[config.mk]
export PLATFORM = sky130hd
export DESIGN_NAME = dew_heater_ramp_duty_controller_flat
export DESIGN_NICKNAME = d
export VERILOG_FILES = /design/src/dhr_pkg.sv /design/src/dhr_in_if.sv /design/src/dhr_out_if.sv /design/src/dhr_mul.sv /design/src/dhr_div.sv /design/src/dew_heater_ramp_duty_controller.sv /design/src/flat_wrapper.sv
export VERILOG_INCLUDE_DIRS = /design/src /design/src/src
export SDC_FILE = /design/constraint.sdc
export NUM_CORES = 1
export LEC_CHECK = 0
export BUFFER_PORTS_ARGS = -buffer_cell sky130_fd_sc_hd__buf_2
export CORE_ASPECT_RATIO = 0.9
export CORE_MARGIN = 5
export CORE_UTILIZATION = 67
export CTS_CLUSTER_SIZE = 16
export DETAILED_ROUTE_END_ITERATION = 10
export PLACE_DENSITY = 0.95
export SYNTH_ARGS = -nofsm -noshare
export SYNTH_HDL_FRONTEND = slang
export SYNTH_SLANG_ARGS = --single-unit
[constraint.sdc]
create_clock -name clk -period 9.4 [get_ports clk]
set_input_delay 0.47 -clock clk [delete_from_list [all_inputs] [get_ports clk]]
set_output_delay 0.47 -clock clk [all_outputs]
set_load 0.1 [all_outputs]
[src/dew_heater_ramp_duty_controller_defines.svh]
// Assertion macros shared by the dew heater duty controller RTL.
// Depends on nothing; the asserting modules provide clk and arst_n.
`ifndef DEW_HEATER_RAMP_DUTY_CONTROLLER_DEFINES_SVH
`define DEW_HEATER_RAMP_DUTY_CONTROLLER_DEFINES_SVH
`ifndef SYNTH
// Checked outside of reset.
`define DHR_ASSERT(label, prop, msg) \
	label: assert property (@(posedge clk) disable iff (!arst_n) prop) else $error(msg);
// Checked on every edge, reset included.
`define DHR_ASSERT_ALWAYS(label, prop, msg) \
	label: assert property (@(posedge clk) prop) else $error(msg);
`else
`define DHR_ASSERT(label, prop, msg)
`define DHR_ASSERT_ALWAYS(label, prop, msg)
`endif
`endif

[src/dhr_pkg.sv]
// Shared constants, mode codes and status types of the dew heater duty controller.
// Depends on nothing.
package dhr_pkg;

	localparam int TEMP_BITS_DEF = 12;
	localparam int DUTY_BITS_DEF = 8;

	// Readings below -50 C in 1/16 C count as absent.
	localparam int COLD_LIMIT = -800;

	// Configuration register indexes.
	localparam int CFG_IDX_W = 3;
	localparam logic [CFG_IDX_W-1:0] REG_MODE     = CFG_IDX_W'(0);
	localparam logic [CFG_IDX_W-1:0] REG_MAX_DUTY = CFG_IDX_W'(1);
	localparam logic [CFG_IDX_W-1:0] REG_MIN_DUTY = CFG_IDX_W'(2);
	localparam logic [CFG_IDX_W-1:0] REG_TARGET   = CFG_IDX_W'(3);
	localparam logic [CFG_IDX_W-1:0] REG_DEW_OFS  = CFG_IDX_W'(4);
	localparam logic [CFG_IDX_W-1:0] REG_RAMP     = CFG_IDX_W'(5);

	typedef enum logic [1:0] {
		MODE_OFF    = 2'd0,
		MODE_FIXED  = 2'd1,
		MODE_DEW    = 2'd2,
		MODE_TARGET = 2'd3
	} dhr_mode_t;

	// Status of a serial arithmetic unit.
	typedef struct packed {
		logic busy;
		logic done;
	} dhr_stat_t;

endpackage

[src/dhr_in_if.sv]
// Valid/ready channel carrying one control tick of sensor readings.
// Depends on dhr_pkg.
interface dhr_in_if import dhr_pkg::*; #(
	parameter int TEMP_BITS = TEMP_BITS_DEF
) ();
	logic                        valid;
	logic                        ready;
	logic signed [TEMP_BITS-1:0] heater_temp;
	logic                        heater_present;
	logic signed [TEMP_BITS-1:0] ambient_dewpoint;
	logic                        ambient_present;

	modport source (
		output valid, heater_temp, heater_present, ambient_dewpoint, ambient_present,
		input  ready
	);
	modport sink (
		input  valid, heater_temp, heater_present, ambient_dewpoint, ambient_present,
		output ready
	);
endinterface

[src/dhr_out_if.sv]
// Valid/ready channel carrying one duty result beat.
// Depends on dhr_pkg.
interface dhr_out_if import dhr_pkg::*; #(
	parameter int DUTY_BITS = DUTY_BITS_DEF
) ();
	logic                 valid;
	logic                 ready;
	logic [DUTY_BITS-1:0] duty;
	logic                 duty_changed;
	dhr_mode_t            effective_mode;
	logic                 reading_valid;
	logic                 fault_trip;

	modport source (
		output valid, duty, duty_changed, effective_mode, reading_valid, fault_trip,
		input  ready
	);
	modport sink (
		input  valid, duty, duty_changed, effective_mode, reading_valid, fault_trip,
		output ready
	);
endinterface

[src/dhr_mul.sv]
// Bit-serial multiply-accumulate: base*span + step_duty*diff, one multiplier bit a cycle.
// Depends on dhr_pkg and the assertion macro header.
`include "dew_heater_ramp_duty_controller_defines.svh"
module dhr_mul import dhr_pkg::*; #(
	parameter int TEMP_BITS = TEMP_BITS_DEF,
	parameter int DUTY_BITS = DUTY_BITS_DEF
) (
	input  logic                                  clk,
	input  logic                                  arst_n,
	input  logic                                  start,
	input  logic [DUTY_BITS-1:0]                  base,
	input  logic [TEMP_BITS-2:0]                  span,
	input  logic signed [DUTY_BITS:0]             step_duty,
	input  logic [TEMP_BITS:0]                    diff,
	output logic signed [TEMP_BITS+DUTY_BITS+2:0] total,
	output dhr_stat_t                             stat
);
	localparam int TW = TEMP_BITS + DUTY_BITS + 3;
	localparam int PW = TEMP_BITS + 1;

	logic signed [TW-1:0] acc_q, ma_q, mb_q;
	logic [PW-1:0]        pa_q, pb_q;
	logic                 busy_q, done_q;
	logic signed [TW-1:0] add_a, add_b, acc_nxt;
	logic                 mpl_zero;

	// One partial product of each term per cycle.
	assign add_a    = pa_q[0] ? ma_q : '0;
	assign add_b    = pb_q[0] ? mb_q : '0;
	assign acc_nxt  = acc_q + add_a + add_b;
	assign mpl_zero = (pa_q == '0) && (pb_q == '0);

	// Control: run until both multipliers have shifted out to zero.
	always_ff @(posedge clk or negedge arst_n) begin
		if (!arst_n) begin
			busy_q <= 1'b0;
			done_q <= 1'b0;
		end else begin
			done_q <= 1'b0;
			if (start) begin
				busy_q <= 1'b1;
			end else if (busy_q && mpl_zero) begin
				busy_q <= 1'b0;
				done_q <= 1'b1;
			end
		end
	end

	// Shift registers and accumulator.
	always_ff @(posedge clk) begin
		if (start) begin
			acc_q <= '0;
			ma_q  <= TW'($signed({1'b0, base}));
			mb_q  <= TW'(step_duty);
			pa_q  <= PW'(span);
			pb_q  <= diff;
		end else if (busy_q) begin
			acc_q <= acc_nxt;
			ma_q  <= ma_q <<< 1;
			mb_q  <= mb_q <<< 1;
			pa_q  <= pa_q >> 1;
			pb_q  <= pb_q >> 1;
		end
	end

	assign total     = acc_q;
	assign stat.busy = busy_q;
	assign stat.done = done_q;

	`DHR_ASSERT(a_mul_no_restart, start |-> !busy_q, "multiplier started while busy")
	`DHR_ASSERT(a_mul_fell_done, $fell(busy_q) |-> done_q, "multiplier stopped without done")
	`DHR_ASSERT_ALWAYS(a_mul_done_idle, done_q |-> !busy_q, "multiplier done while busy")
endmodule

[src/dhr_div.sv]
// Restoring bit-serial divider with a saturating quotient, one quotient bit a cycle.
// Depends on dhr_pkg and the assertion macro header.
`include "dew_heater_ramp_duty_controller_defines.svh"
module dhr_div import dhr_pkg::*; #(
	parameter int TEMP_BITS = TEMP_BITS_DEF,
	parameter int DUTY_BITS = DUTY_BITS_DEF
) (
	input  logic                              clk,
	input  logic                              arst_n,
	input  logic                              start,
	input  logic [TEMP_BITS+DUTY_BITS+1:0]    dividend,
	input  logic [TEMP_BITS-2:0]              divisor,
	output logic [DUTY_BITS-1:0]              quotient,
	output logic                              sat,
	output dhr_stat_t                         stat
);
	localparam int NB    = TEMP_BITS + DUTY_BITS + 2;
	localparam int RW    = TEMP_BITS - 1;
	localparam int CNT_W = $clog2(NB + 1);

	logic [NB-1:0]        dvd_q;
	logic [RW-1:0]        rem_q;
	logic [DUTY_BITS-1:0] q_q;
	logic                 sat_q;
	logic [CNT_W-1:0]     cnt_q;
	logic                 busy_q, done_q;
	logic [RW:0]          rs, rs_sub;
	logic                 ge;
	logic [RW-1:0]        rem_nxt;

	// Bring down the next dividend bit and trial-subtract the divisor.
	assign rs      = {rem_q, dvd_q[NB-1]};
	assign rs_sub  = rs - {1'b0, divisor};
	assign ge      = rs >= {1'b0, divisor};
	assign rem_nxt = ge ? rs_sub[RW-1:0] : rs[RW-1:0];

	// Control: one step per dividend bit.
	always_ff @(posedge clk or negedge arst_n) begin
		if (!arst_n) begin
			busy_q <= 1'b0;
			done_q <= 1'b0;
			cnt_q  <= '0;
		end else begin
			done_q <= 1'b0;
			if (start) begin
				busy_q <= 1'b1;
				cnt_q  <= CNT_W'(NB);
			end else if (busy_q) begin
				cnt_q <= cnt_q - 1'b1;
				if (cnt_q == CNT_W'(1)) begin
					busy_q <= 1'b0;
					done_q <= 1'b1;
				end
			end
		end
	end

	// Datapath: a one shifted out of the kept quotient bits means saturation.
	always_ff @(posedge clk) begin
		if (start) begin
			dvd_q <= dividend;
			rem_q <= '0;
			q_q   <= '0;
			sat_q <= 1'b0;
		end else if (busy_q) begin
			dvd_q <= dvd_q << 1;
			rem_q <= rem_nxt;
			q_q   <= {q_q[DUTY_BITS-2:0], ge};
			sat_q <= sat_q | q_q[DUTY_BITS-1];
		end
	end

	assign quotient  = q_q;
	assign sat       = sat_q;
	assign stat.busy = busy_q;
	assign stat.done = done_q;

	`DHR_ASSERT(a_div_cnt_busy, busy_q |-> cnt_q != '0, "divider busy with empty count")
	`DHR_ASSERT(a_div_no_restart, start |-> !busy_q, "divider started while busy")
	`DHR_ASSERT_ALWAYS(a_div_done_idle, done_q |-> !busy_q, "divider done while busy")
endmodule

[src/dew_heater_ramp_duty_controller.sv]
// Dew heater duty controller: one duty result beat per tick beat.
// Off, fixed, latched, at-or-above target and zero-ramp ticks go from evaluation straight
// to the result; a ramp also runs the bit-serial multiply-accumulate and, for a positive
// product, the one-bit-a-cycle divider.
// One tick is in flight; the next is taken the cycle after its result is registered, even
// while that result waits. arst_n clears control and configuration state; tick and result data registers are not reset.
`include "dew_heater_ramp_duty_controller_defines.svh"
module dew_heater_ramp_duty_controller import dhr_pkg::*; #(
	parameter int TEMP_BITS = TEMP_BITS_DEF,
	parameter int DUTY_BITS = DUTY_BITS_DEF
) (
	input  logic                   clk,
	input  logic                   arst_n,
	input  logic                   wr_en,
	input  logic [CFG_IDX_W-1:0]   wr_index,
	input  logic [((TEMP_BITS > DUTY_BITS) ? TEMP_BITS : DUTY_BITS)-1:0] wr_data,
	dhr_in_if.sink                 tick,
	dhr_out_if.source              result
);
	localparam int TW = TEMP_BITS + DUTY_BITS + 3;
	localparam int CW = ((TEMP_BITS > 11) ? TEMP_BITS : 11) + 1;
	localparam logic signed [CW-1:0] COLD_CMP = CW'(COLD_LIMIT);

	typedef enum logic [4:0] {
		S_IDLE = 5'b00001,
		S_EVAL = 5'b00010,
		S_MUL  = 5'b00100,
		S_DIV  = 5'b01000,
		S_FIN  = 5'b10000
	} state_t;

	state_t state_q;

	// Configuration registers.
	dhr_mode_t                   mode_q;
	logic [DUTY_BITS-1:0]        max_q, min_q;
	logic signed [TEMP_BITS-1:0] target_q, dew_ofs_q;
	logic [TEMP_BITS-2:0]        ramp_q;

	// Controller state.
	logic                 off_latch_q;
	logic [DUTY_BITS-1:0] last_duty_q;
	logic                 last_valid_q;

	// Captured tick and the result under construction.
	logic signed [TEMP_BITS-1:0] temp_q, dew_q;
	logic                        hpres_q, apres_q;
	logic [DUTY_BITS-1:0]        duty_q;
	dhr_mode_t                   res_mode_q;
	logic                        res_valid_q, res_trip_q;

	// Output register.
	logic                 out_valid_q;
	logic [DUTY_BITS-1:0] out_duty_q;
	logic                 out_changed_q, out_rvalid_q, out_trip_q;
	dhr_mode_t            out_mode_q;

	logic                        accept, fin_go;
	logic signed [CW-1:0]        temp_cmp;
	logic                        rd_valid, trip, temp_mode, diff_pos, need_mul, total_pos;
	dhr_mode_t                   eff_mode, mode_after;
	logic signed [TEMP_BITS:0]   target;
	logic signed [TEMP_BITS+1:0] diff;
	logic signed [DUTY_BITS:0]   step_duty;
	logic [DUTY_BITS-1:0]        eval_duty;
	logic                        mul_start, div_start;
	logic signed [TW-1:0]        mul_total;
	dhr_stat_t                   mul_stat, div_stat;
	logic [DUTY_BITS-1:0]        div_q;
	logic                        div_sat;

	assign tick.ready = (state_q == S_IDLE);
	assign accept     = tick.valid && tick.ready;
	assign fin_go     = (state_q == S_FIN) && (!out_valid_q || result.ready);

	// Tick evaluation: reading check, latch decision and ramp setpoint.
	assign temp_cmp   = CW'(temp_q);
	assign rd_valid   = hpres_q && (temp_cmp >= COLD_CMP);
	assign eff_mode   = off_latch_q ? MODE_OFF : mode_q;
	assign temp_mode  = (eff_mode == MODE_DEW) || (eff_mode == MODE_TARGET);
	assign trip       = temp_mode && (!rd_valid || ((eff_mode == MODE_DEW) && !apres_q));
	assign mode_after = trip ? MODE_OFF : eff_mode;
	assign target     = (eff_mode == MODE_DEW) ?
	                    ((TEMP_BITS+1)'(dew_q) + (TEMP_BITS+1)'(dew_ofs_q)) :
	                    (TEMP_BITS+1)'(target_q);
	assign diff       = (TEMP_BITS+2)'(target) - (TEMP_BITS+2)'(temp_q);
	assign diff_pos   = !diff[TEMP_BITS+1] && (diff != '0);
	assign need_mul   = ((mode_after == MODE_DEW) || (mode_after == MODE_TARGET)) &&
	                    diff_pos && (ramp_q != '0);
	assign step_duty  = $signed({1'b0, max_q}) - $signed({1'b0, min_q});

	// Duty known at evaluation; a ramp overwrites it later.
	always_comb begin
		case (mode_after)
			MODE_FIXED:  eval_duty = max_q;
			MODE_DEW,
			MODE_TARGET: eval_duty = diff_pos ? max_q : '0;
			default:     eval_duty = '0;
		endcase
	end

	assign mul_start = (state_q == S_EVAL) && need_mul;
	assign total_pos = !mul_total[TW-1] && (mul_total != '0);
	assign div_start = (state_q == S_MUL) && mul_stat.done && total_pos;

	dhr_mul #(
		.TEMP_BITS(TEMP_BITS),
		.DUTY_BITS(DUTY_BITS)
	) u_mul (
		.clk      (clk),
		.arst_n   (arst_n),
		.start    (mul_start),
		.base     (min_q),
		.span     (ramp_q),
		.step_duty(step_duty),
		.diff     (diff[TEMP_BITS:0]),
		.total    (mul_total),
		.stat     (mul_stat)
	);

	dhr_div #(
		.TEMP_BITS(TEMP_BITS),
		.DUTY_BITS(DUTY_BITS)
	) u_div (
		.clk     (clk),
		.arst_n  (arst_n),
		.start   (div_start),
		.dividend(mul_total[TW-2:0]),
		.divisor (ramp_q),
		.quotient(div_q),
		.sat     (div_sat),
		.stat    (div_stat)
	);

	// Sequencer, configuration writes and controller state.
	always_ff @(posedge clk or negedge arst_n) begin
		if (!arst_n) begin
			state_q      <= S_IDLE;
			mode_q       <= MODE_OFF;
			max_q        <= '0;
			min_q        <= '0;
			target_q     <= '0;
			dew_ofs_q    <= '0;
			ramp_q       <= '0;
			off_latch_q  <= 1'b0;
			last_duty_q  <= '0;
			last_valid_q <= 1'b0;
			out_valid_q  <= 1'b0;
		end else begin
			case (state_q)
				S_IDLE: begin
					if (accept) begin
						state_q <= S_EVAL;
					end
				end
				S_EVAL: begin
					if (trip) begin
						off_latch_q <= 1'b1;
					end
					state_q <= need_mul ? S_MUL : S_FIN;
				end
				S_MUL: begin
					if (mul_stat.done) begin
						state_q <= total_pos ? S_DIV : S_FIN;
					end
				end
				S_DIV: begin
					if (div_stat.done) begin
						state_q <= S_FIN;
					end
				end
				S_FIN: begin
					if (fin_go) begin
						state_q      <= S_IDLE;
						last_duty_q  <= duty_q;
						last_valid_q <= 1'b1;
					end
				end
				default: state_q <= S_IDLE;
			endcase

			if (fin_go) begin
				out_valid_q <= 1'b1;
			end else if (result.ready) begin
				out_valid_q <= 1'b0;
			end

			if (wr_en) begin
				case (wr_index)
					REG_MODE: begin
						mode_q      <= dhr_mode_t'(wr_data[1:0]);
						off_latch_q <= 1'b0;
					end
					REG_MAX_DUTY: max_q     <= wr_data[DUTY_BITS-1:0];
					REG_MIN_DUTY: min_q     <= wr_data[DUTY_BITS-1:0];
					REG_TARGET:   target_q  <= $signed(wr_data[TEMP_BITS-1:0]);
					REG_DEW_OFS:  dew_ofs_q <= $signed(wr_data[TEMP_BITS-1:0]);
					REG_RAMP:     ramp_q    <= wr_data[TEMP_BITS-2:0];
					default: ;
				endcase
			end
		end
	end

	// Tick capture, result building and the output register.
	always_ff @(posedge clk) begin
		if (accept) begin
			temp_q  <= tick.heater_temp;
			hpres_q <= tick.heater_present;
			dew_q   <= tick.ambient_dewpoint;
			apres_q <= tick.ambient_present;
		end
		if (state_q == S_EVAL) begin
			duty_q      <= eval_duty;
			res_mode_q  <= mode_after;
			res_valid_q <= rd_valid;
			res_trip_q  <= trip;
		end
		if ((state_q == S_MUL) && mul_stat.done && !total_pos) begin
			duty_q <= '0;
		end
		if ((state_q == S_DIV) && div_stat.done) begin
			duty_q <= div_sat ? '1 : div_q;
		end
		if (fin_go) begin
			out_duty_q    <= duty_q;
			out_changed_q <= !last_valid_q || (duty_q != last_duty_q);
			out_mode_q    <= res_mode_q;
			out_rvalid_q  <= res_valid_q;
			out_trip_q    <= res_trip_q;
		end
	end

	assign result.valid          = out_valid_q;
	assign result.duty           = out_duty_q;
	assign result.duty_changed   = out_changed_q;
	assign result.effective_mode = out_mode_q;
	assign result.reading_valid  = out_rvalid_q;
	assign result.fault_trip     = out_trip_q;

	`DHR_ASSERT(a_trip_off, result.valid && result.fault_trip |-> result.effective_mode == MODE_OFF && result.duty == '0, "trip beat not off")
	`DHR_ASSERT(a_latch_trip, $rose(off_latch_q) |-> res_trip_q, "latch set without trip")
	`DHR_ASSERT(a_mul_done_state, mul_stat.done |-> state_q == S_MUL, "multiplier done out of sequence")
	`DHR_ASSERT(a_div_done_state, div_stat.done |-> state_q == S_DIV, "divider done out of sequence")
endmodule
[src/flat_wrapper.sv]
// flat-port wrapper written by rule: the top's interface ports become plain ports
module dew_heater_ramp_duty_controller_flat import dhr_pkg::*;
#(
	parameter int TEMP_BITS = TEMP_BITS_DEF,
	parameter int DUTY_BITS = DUTY_BITS_DEF
)
  (clk, arst_n, wr_en, wr_index, wr_data, tick_valid, tick_heater_temp, tick_heater_present, tick_ambient_dewpoint, tick_ambient_present, tick_ready, result_valid, result_duty, result_duty_changed, result_effective_mode, result_reading_valid, result_fault_trip, result_ready);
  dhr_in_if #(.TEMP_BITS(TEMP_BITS)) tick_i ();
  dhr_out_if #(.DUTY_BITS(DUTY_BITS)) result_i ();
  input  logic clk;
  input  logic arst_n;
  input  logic wr_en;
  input  logic [CFG_IDX_W-1:0] wr_index;
  input  logic [((TEMP_BITS > DUTY_BITS) ? TEMP_BITS : DUTY_BITS)-1:0] wr_data;
  input wire logic [$bits(tick_i.valid)-1:0] tick_valid;
  input wire logic [$bits(tick_i.heater_temp)-1:0] tick_heater_temp;
  input wire logic [$bits(tick_i.heater_present)-1:0] tick_heater_present;
  input wire logic [$bits(tick_i.ambient_dewpoint)-1:0] tick_ambient_dewpoint;
  input wire logic [$bits(tick_i.ambient_present)-1:0] tick_ambient_present;
  output wire logic [$bits(tick_i.ready)-1:0] tick_ready;
  output wire logic [$bits(result_i.valid)-1:0] result_valid;
  output wire logic [$bits(result_i.duty)-1:0] result_duty;
  output wire logic [$bits(result_i.duty_changed)-1:0] result_duty_changed;
  output wire logic [$bits(result_i.effective_mode)-1:0] result_effective_mode;
  output wire logic [$bits(result_i.reading_valid)-1:0] result_reading_valid;
  output wire logic [$bits(result_i.fault_trip)-1:0] result_fault_trip;
  input wire logic [$bits(result_i.ready)-1:0] result_ready;
  assign tick_i.valid = tick_valid;
  assign tick_i.heater_temp = tick_heater_temp;
  assign tick_i.heater_present = tick_heater_present;
  assign tick_i.ambient_dewpoint = tick_ambient_dewpoint;
  assign tick_i.ambient_present = tick_ambient_present;
  assign tick_ready = tick_i.ready;
  assign result_valid = result_i.valid;
  assign result_duty = result_i.duty;
  assign result_duty_changed = result_i.duty_changed;
  assign result_effective_mode = result_i.effective_mode;
  assign result_reading_valid = result_i.reading_valid;
  assign result_fault_trip = result_i.fault_trip;
  assign result_i.ready = result_ready;
  dew_heater_ramp_duty_controller #(.TEMP_BITS(TEMP_BITS), .DUTY_BITS(DUTY_BITS)) u_core (.clk(clk), .arst_n(arst_n), .wr_en(wr_en), .wr_index(wr_index), .wr_data(wr_data), .tick(tick_i), .result(result_i));
endmodule
==> results.sh, run 1 <==
export IMPL_synth_warnings=0
export IMPL_cts_buffers=27
export IMPL_io_buffers=60
export IMPL_gp_congestion=0.899
export IMPL_rsz0062_at_grt="false"
export IMPL_clk_path_buf_depth=3
export IMPL_cts_reportedPaths_clkPinSlew_ns=0.06
export IMPL_antenna_found_initial=1
export IMPL_rr_worst_depth=22
export IMPL_worst_r2r_setup_slack_ns=3.06
export IMPL_dpl_cell_area_mm2=0.0147
export IMPL_clock_skew_ns=0.0300
export IMPL_vdd_drop_max_mv=0.208
export IMPL_crit_required_ns=9.40
export IMPL_grt_pass1_wl_um=56200
export IMPL_finalCritPeriodShare_pct=67.4
export IMPL_synth_adder_area_share_pct=9.74
export IMPL_synth_xor_area_share_pct=3.34
export IMPL_core_area_mm2=0.0208
export IMPL_areaGrowthSynthToFinish_pct=10.0
export IMPL_p_leak_uw=0.00664
export IMPL_gr_total_overflow=0
export IMPL_period_minus_slack_ns=6.34
export IMPL_tns_ns=0
export IMPL_synth_edf_count=128
export IMPL_postCtsHoldBufs=0
export IMPL_setup_viol=0
export IMPL_layout_nets=1576
export IMPL_diodes=0
export IMPL_start_util_pct=68.2
export IMPL_postCtsSetupRepairBufs=0
export IMPL_netlist_area_mm2=0.0142
export IMPL_crit_reg2reg_launch="u_core.dew_ofs_q[0]$_DFFE_PN0P_"
export IMPL_drc=0
export IMPL_drv_slew=0
export IMPL_relSlewSlack_pct=4.28
export IMPL_synthArstFlopShare_pct=29.5
export IMPL_syn_inst=1387
export IMPL_layout_drive_gt1_share_pct=12.1
export IMPL_dieArea_mm2=0.0241
export IMPL_htree_levels=1
export IMPL_status="completed"
export IMPL_synth_top_family_by_area="simple AND/OR/NAND/NOR gates"
export IMPL_wl_per_cell_um=19.8
export IMPL_layout_common_cells="228 x nand2_1, 128 x edfxtp_1, 103 x nor2_1"
export IMPL_synth_seq_cells=264
export IMPL_hp_start="tick_ambient_present"
export IMPL_fmax_ghz=0.158
export IMPL_seq_area_frac_synth_pct=49.2
export IMPL_drt_total_wl_um=34500
export IMPL_synthMuxAreaShare_pct=6.25
export IMPL_drtIter0Drc=1518
export IMPL_grt_max_degree=79
export IMPL_cts_resized=0
export IMPL_arrival_ns=6.34
export IMPL_whs_endpoint="u_core.apres_q$_DFFE_PP_"
export IMPL_num_vias=11000
export IMPL_first_global_vias=11000
export IMPL_ys_flop_type="edfxtp_1"
export IMPL_p_per_area_mw_per_mm2=293
export IMPL_clock_sinks=264
export IMPL_avgSynthCellArea_um2=10.2
export IMPL_post_dp_hpwl_um=22500
export IMPL_synth_nets=1527
export IMPL_ioPinCount=61
export IMPL_maxCapViolations=0
export IMPL_hold_violations=0
export IMPL_clk_latency_ns=0.56
export IMPL_final_common_cell="nand2_1"
export IMPL_setup_worst_path_end_class="flop"
export IMPL_tritoncts="built"
export IMPL_critPathLaunchType="flop"
export IMPL_path_class="reg -> reg"
export IMPL_min_path_cells=1
export IMPL_synth_compound_area_share_pct=11.3
export IMPL_via_per_inst=6.31
export IMPL_rows=50
export IMPL_drt_pass1_iterations=7
export IMPL_ctsRootBufferMaster="clkbuf_16"
export IMPL_die_w_um=163
export IMPL_yosysUniqueCellTypes=66
export IMPL_reg2reg_to="u_core.u_mul.mb_q[21]$_DFFE_PP_"
export IMPL_worst_pin_slew_ns=1.42
export IMPL_grtUsageTotal_pct=28.7
export IMPL_fp_dieH_um=148
export IMPL_synthSimpleGateAreaFrac_pct=17.0
export IMPL_finalInstanceArea_mm2=0.0156
export IMPL_total_power_uw=4570
export IMPL_hold_path_class="in -> reg"
export IMPL_ant_nets=0
export IMPL_crit_fanout=55
==> state kept, by name (all words and copies together), names as in the netlist, 12 cells and up <==
register,count
u_core.dew_ofs_q,12
u_core.u_mul.total,23
u_core.temp_q,12
u_core.u_mul.pb_q,13
u_core.u_div.dvd_q,22
u_core.dew_q,12
u_core.u_mul.mb_q,23
u_core.u_mul.ma_q,23
u_core.target_q,12
==> cell usage after synthesis, types with 5 or more instances <==
cell	instances	share of area, %
and3_1	9	0.40
a21boi_0	7	0.37
nor2b_1	14	0.62
buf_2	7	0.25
nand2_1	229	6.1
o211ai_1	7	0.37
mux2i_1	40	2.8
nor3b_1	6	0.32
xnor2_1	29	1.8
edfxtp_1	128	27
nand4_1	8	0.35
clkbuf_1	39	1.0
o31ai_1	8	0.42
a21o_1	19	1.0
nor3_1	21	0.74
dfxtp_1	58	8.2
xor2_1	25	1.5
mux2_2	43	3.4
o21ai_0	87	3.1
a21oi_1	50	1.8
fa_1	27	3.8
o21ai_1	32	1.1
nand3b_1	6	0.32
nor2_1	103	2.7
or2_2	7	0.31
a211oi_1	9	0.48
and2_1	50	2.2
inv_1	67	1.8
dfrtp_1	77	14
a31oi_1	5	0.22
ha_1	67	5.9
nand3_1	14	0.50
nor4_1	18	0.80
nand2b_1	22	0.97
==> per-stage QoR <==
stage | hold WS (ns) | cells | worst slack (ns) | utilization (%)
2_1_floorplan | 0.174 | 1387 | 3.65 | -
3_3_place_gp | 0.401 | 1693 | 3.56 | 70.8
3_5_place_dp | 0.414 | 1693 | 3.29 | 70.8
4_1_cts | 0.0782 | 1743 | 3.20 | 75.0
5_1_grt | 0.0869 | 1743 | 2.64 | 75.0
6_report | 0.0887 | 1743 | 3.06 | 75.0
==> power breakdown <==
| group | internal [uW] | switching [uW] |
|---|---|---|
| Clock | 593 | 466 |
| Sequential | 1490 | 224 |
| Combinational | 722 | 1080 |
| Total | 2800 | 1770 |
==> critical path: stages, from the launching register on <==
cell and delay, ns:
dfrtp_1 0.36, ha_1 0.17, inv_1 0.06, fa_1 0.42, nor2b_1 0.16, o21ai_0 0.12, a21boi_0 0.27, o21ai_0 0.15
a21oi_1 0.22, o21a_1 0.18, nor2_1 0.06, xor2_1 0.12, o21ai_0 0.09, ha_1 0.27, or2_2 0.36, nor4_1 0.30
nand3_1 0.11, o2bb2a_1 0.31, a21boi_1 0.28, nand2_1 0.19, o221ai_4 0.20, buf_4 0.50, nand2_2 0.85
==> worst max-delay path by stage <==
stage | startpoint | endpoint | slack (ns) | cells after the start
after floorplan | u_core.dew_ofs_q[0]$_DFFE_PN0P_ | u_core.u_mul.ma_q[0]$_SDFFCE_PN0P_ | 3.65 | 23
after global placement | u_core.dew_ofs_q[0]$_DFFE_PN0P_ | u_core.u_mul.ma_q[2]$_DFFE_PP_ | 3.56 | 22
after detailed placement | u_core.dew_ofs_q[0]$_DFFE_PN0P_ | u_core.u_mul.pb_q[12]$_SDFFCE_PN0P_ | 3.29 | 22
after CTS | u_core.dew_ofs_q[0]$_DFFE_PN0P_ | u_core.u_mul.mb_q[21]$_DFFE_PP_ | 3.20 | 22
after global routing | u_core.dew_ofs_q[0]$_DFFE_PN0P_ | u_core.u_mul.pb_q[3]$_DFFE_PP_ | 2.64 | 22
final | u_core.dew_ofs_q[0]$_DFFE_PN0P_ | u_core.u_mul.mb_q[21]$_DFFE_PP_ | 3.06 | 22
==> per-layer routing <==
layer,part of all wire (%),track usage [%]
met1,38,37.1
met2,47,47.1
met3,9.6,5.60
met4,5.3,13.6
met5,0.035,0
==> logic make-up after synthesis <==
kind of cell	Yosys count
simple gates	518
flops	264
compound gates	257
buf+inv	117
fa+ha+maj	94
mux	83
xor+xnor	54
==> cell type report <==
class	instances	area, um2
Tap cell	286	358
Sequential cell	264	6960
Fill cell	1249	5190
Timing Repair Buffer	69	370
Clock inverter	21	176
Clock buffer	29	693
Inverter	68	255
Multi-Input combinational cell	1006	6760
Power figures use the tool's default switching activity.
==> run 2, diff against run 1 <==
--- a/config.mk
+++ b/config.mk
@@ -6,13 +6,14 @@
 export SDC_FILE = /design/constraint.sdc
 export NUM_CORES = 1
 export LEC_CHECK = 0
+export ABC_AREA = 1
 export BUFFER_PORTS_ARGS = -buffer_cell sky130_fd_sc_hd__buf_2
 export CORE_ASPECT_RATIO = 0.9
 export CORE_MARGIN = 5
-export CORE_UTILIZATION = 67
+export CORE_UTILIZATION = 57
 export CTS_CLUSTER_SIZE = 16
 export DETAILED_ROUTE_END_ITERATION = 10
-export PLACE_DENSITY = 0.95
+export PLACE_DENSITY = 0.88
 export SYNTH_ARGS = -nofsm -noshare
 export SYNTH_HDL_FRONTEND = slang
 export SYNTH_SLANG_ARGS = --single-unit
==> constraint.sdc (replaced) <==
create_clock -name clk -period 5.2 [get_ports clk]
set_input_delay 0.26 -clock clk [delete_from_list [all_inputs] [get_ports clk]]
set_output_delay 0.26 -clock clk [all_outputs]
set_load 0.1 [all_outputs]
==> run 2 against run 1 <==
Global-route usage decreased by 4.5 points. Clock-buffer cell count grew 15. Register-to-register slack got worse by 2.4 ns. Combinational power up 100%. Synthesized area is 4.6% higher. Worst setup slack worse by 2.4 ns. Critical path depth fell by 1. Sequential power increased by 73%. Sequential cell count unchanged. Largest power group unchanged.
==> results.sh, run 2 <==
export IMPL_post_dp_hpwl_um=25200
export IMPL_gr_usage_met1_pct=33.3
export IMPL_fp_dieH_um=163
export IMPL_gr_total_overflow=0
export IMPL_drt_pass1_iterations=6
export IMPL_htree_levels=1
export IMPL_status="completed"
export IMPL_yosysUniqueCellTypes=55
export IMPL_ioPinCount=61
export IMPL_critPathSlowestCell="a21oi_1"
export IMPL_antenna_found_initial=0
export IMPL_grtUsageTotal_pct=24.3
export IMPL_die_w_um=180
export IMPL_core_area_mm2=0.0259
export IMPL_grt_max_degree=125
export IMPL_wl_per_cell_um=16.1
export IMPL_crit_chain="ha_1 > inv_1 > fa_1 > o21ai_0 > a21oi_1 > o21ai_0 > xnor2_1 > o21ai_0 > ha_1 > nand2_1 > inv_2 > a21oi_1 > nand2_1 > nand2_1 > nand2_1 > nor2_1 > nand3_1 > nor2_1 > nand2_2 > a21oi_1 > o21ai_0"
export IMPL_grt_util_met2_pct=40.3
export IMPL_synthArstFlopShare_pct=29.5
export IMPL_yosysMostFrequentCell="nand2_1"
export IMPL_drt_total_wl_um=35700
export IMPL_diodes=0
export IMPL_drtIter0Drc=1276
export IMPL_avgSynthCellArea_um2=8.40
export IMPL_grt_pass1_wl_um=59200
export IMPL_final_common_cell="nand2_1"
export IMPL_gp_congestion=0.947
export IMPL_tritoncts="built"
export IMPL_grt_busiest_layer="met2"
export IMPL_netlist_area_mm2=0.0148
export IMPL_crit_fanout=8
export IMPL_synth_top_cell_area_share_pct=26.0
export IMPL_cts_resized=0
export IMPL_period_minus_slack_ns=4.53
export IMPL_ctsRootBufferMaster="clkbuf_16"
export IMPL_synth_common_cells="475 x nand2_1, 276 x inv_1, 207 x o21ai_0"
export IMPL_cts_reportedPaths_clkPinSlew_ns=0.06
export IMPL_seq_area_frac_synth_pct=47.0
export IMPL_arrival_ns=4.78
export IMPL_cts_buffers=28
export IMPL_setup_worst_path_end_class="flop"
export IMPL_synth_top_cell_by_area="edfxtp_1"
export IMPL_synth_edf_count=128
export IMPL_via_per_inst=5.53
export IMPL_synth_nets=1903
export IMPL_layout_nets=1988
export IMPL_num_vias=12300
export IMPL_rsz0062_at_grt="false"
export IMPL_ys_flop_type="edfxtp_1"
export IMPL_syn_inst=1763
export IMPL_clk_path_buf_depth=3
export IMPL_io_buffers=60
export IMPL_clk_latency_ns=0.54
export IMPL_yosys_top_cells_area="edfxtp_1 26%, dfrtp_1 13%, nand2_1 12%"
export IMPL_finalCritPeriodShare_pct=87.0
export IMPL_layout_drive_gt1_share_pct=8.88
export IMPL_setup_viol=0
export IMPL_layout_common_cells="474 x nand2_1, 276 x inv_1, 207 x o21ai_0"
export IMPL_postCtsSetupRepairBufs=0
export IMPL_clock_skew_ns=0.0136
export IMPL_ant_nets=0
export IMPL_critPathLaunchType="flop"
export IMPL_crit_required_ns=5.46
export IMPL_maxCapViolations=0
export IMPL_drv_slew=0
export IMPL_p_per_area_mw_per_mm2=520
export IMPL_grt_util_met3_pct=3.64
export IMPL_hold_violations=0
export IMPL_areaGrowthSynthToFinish_pct=12.8
export IMPL_fmax_ghz=0.221
export IMPL_rows=56
export IMPL_hold_slack_ns=0.0654
export IMPL_vdd_drop_max_mv=0.344
export IMPL_synth_warnings=0
export IMPL_hold_path_class="in -> reg"
export IMPL_synth_seq_cells=264
export IMPL_drc=0
export IMPL_path_class="reg -> reg"
export IMPL_first_global_vias=11900
export IMPL_start_util_pct=57.2
export IMPL_tns_ns=0
export IMPL_clock_sinks=264
export IMPL_relSlewSlack_pct=28.8
export IMPL_critPathMaxStageDelay_ns=0.59
export IMPL_p_leak_uw=0.00822
export IMPL_dieArea_mm2=0.0293
export IMPL_worst_pin_slew_ns=1.07
run 2: cell count changes after synthesis, sizes merged, moves of 22 or more:
cell,delta
o21ai,+89
nand3,+37
nand2,+249
inv,+225
nand2b,-22
mux2i,-39
mux2,-42
and2,-47
run 2: repair_timing:
item / CTS / global route
hold buffers: 30 / 0
endpoints found under the hold margin: 37 / 0
endpoints found under the setup margin: 0 / 0
run 2: final cells by class:
class	instances	area, um2
clock inverters	8	75.1
inverters	293	1100
clock buffers	44	907
fillers	1961	9160
multi-input cells	1160	6510
repair buffers	101	711
flip-flops and latches	264	6960
well taps	348	435
run 2: worst paths after layout:
kind / to / cells after the start / slack (ns) / startpoint
max reg2reg: u_core.duty_q[0]$_DFFE_PP_ / 21 / 0.67 / u_core.dew_ofs_q[0]$_DFFE_PN0P_
max in group asynchronous: u_core.off_latch_q$_DFF_PN0_ / 3 / 4.00 / arst_n
min reg2reg: u_core.result.reading_valid$_DFFE_PP_ / 0 / 0.43 / u_core.res_valid_q$_DFFE_PN_
min in group asynchronous: u_core.u_div.cnt_q[0]$_DFFE_PN0P_ / 2 / 0.08 / arst_n
max: u_core.duty_q[0]$_DFFE_PP_ / 21 / 0.67 / u_core.dew_ofs_q[0]$_DFFE_PN0P_
min: u_core.ramp_q[10]$_DFFE_PN0P_ / 3 / 0.07 / wr_data[10]
run 2: logic make-up after synthesis:
logic type | synth area share [%]
adders and majority gates | 9.32
buffers and inverters | 9.08
and+or+nand+nor | 19.2
muxes | 0.144
DFF | 47.0
AOI/OAI and AO/OA | 12.9
xor gates and xnor gates | 2.37
run 2: power by group:
part           internal [uW]  switching [uW]  total [uW]
combinational           1260            2400        3660
sequential              2630             314        2950
clock                   1250             821        2070
run 2: worst max-delay path: cells and delay by family (launching register included):
family / cells / cell delay (ns)
compound gates: 7 / 1.92
xor+xnor: 1 / 0.09
fa+ha+maj: 3 / 0.92
buf+inv: 2 / 0.09
flops: 1 / 0.35
simple gates: 8 / 0.86
run 2: metrics by stage:
stage,area [um2],power (uW),std cells,setup slack (ns),utilization (%)
CTS,16700,8630,2218,0.765,64.6
floorplan,14800,5600,1763,0.299,-
detailed placement,15400,6510,2136,0.763,59.6
finish,16700,8680,2218,0.674,64.6
global placement,15400,6380,2136,0.926,59.6
global route,16700,9310,2218,0.284,64.6
run 2: routing by layer:
layer / up-vias / share of wire (%)
met1: 5738 / 42
met3: 88 / 7.8
met2: 510 / 46
met4: 0 / 3.3
li1: 5932 / -
met5: - / 0
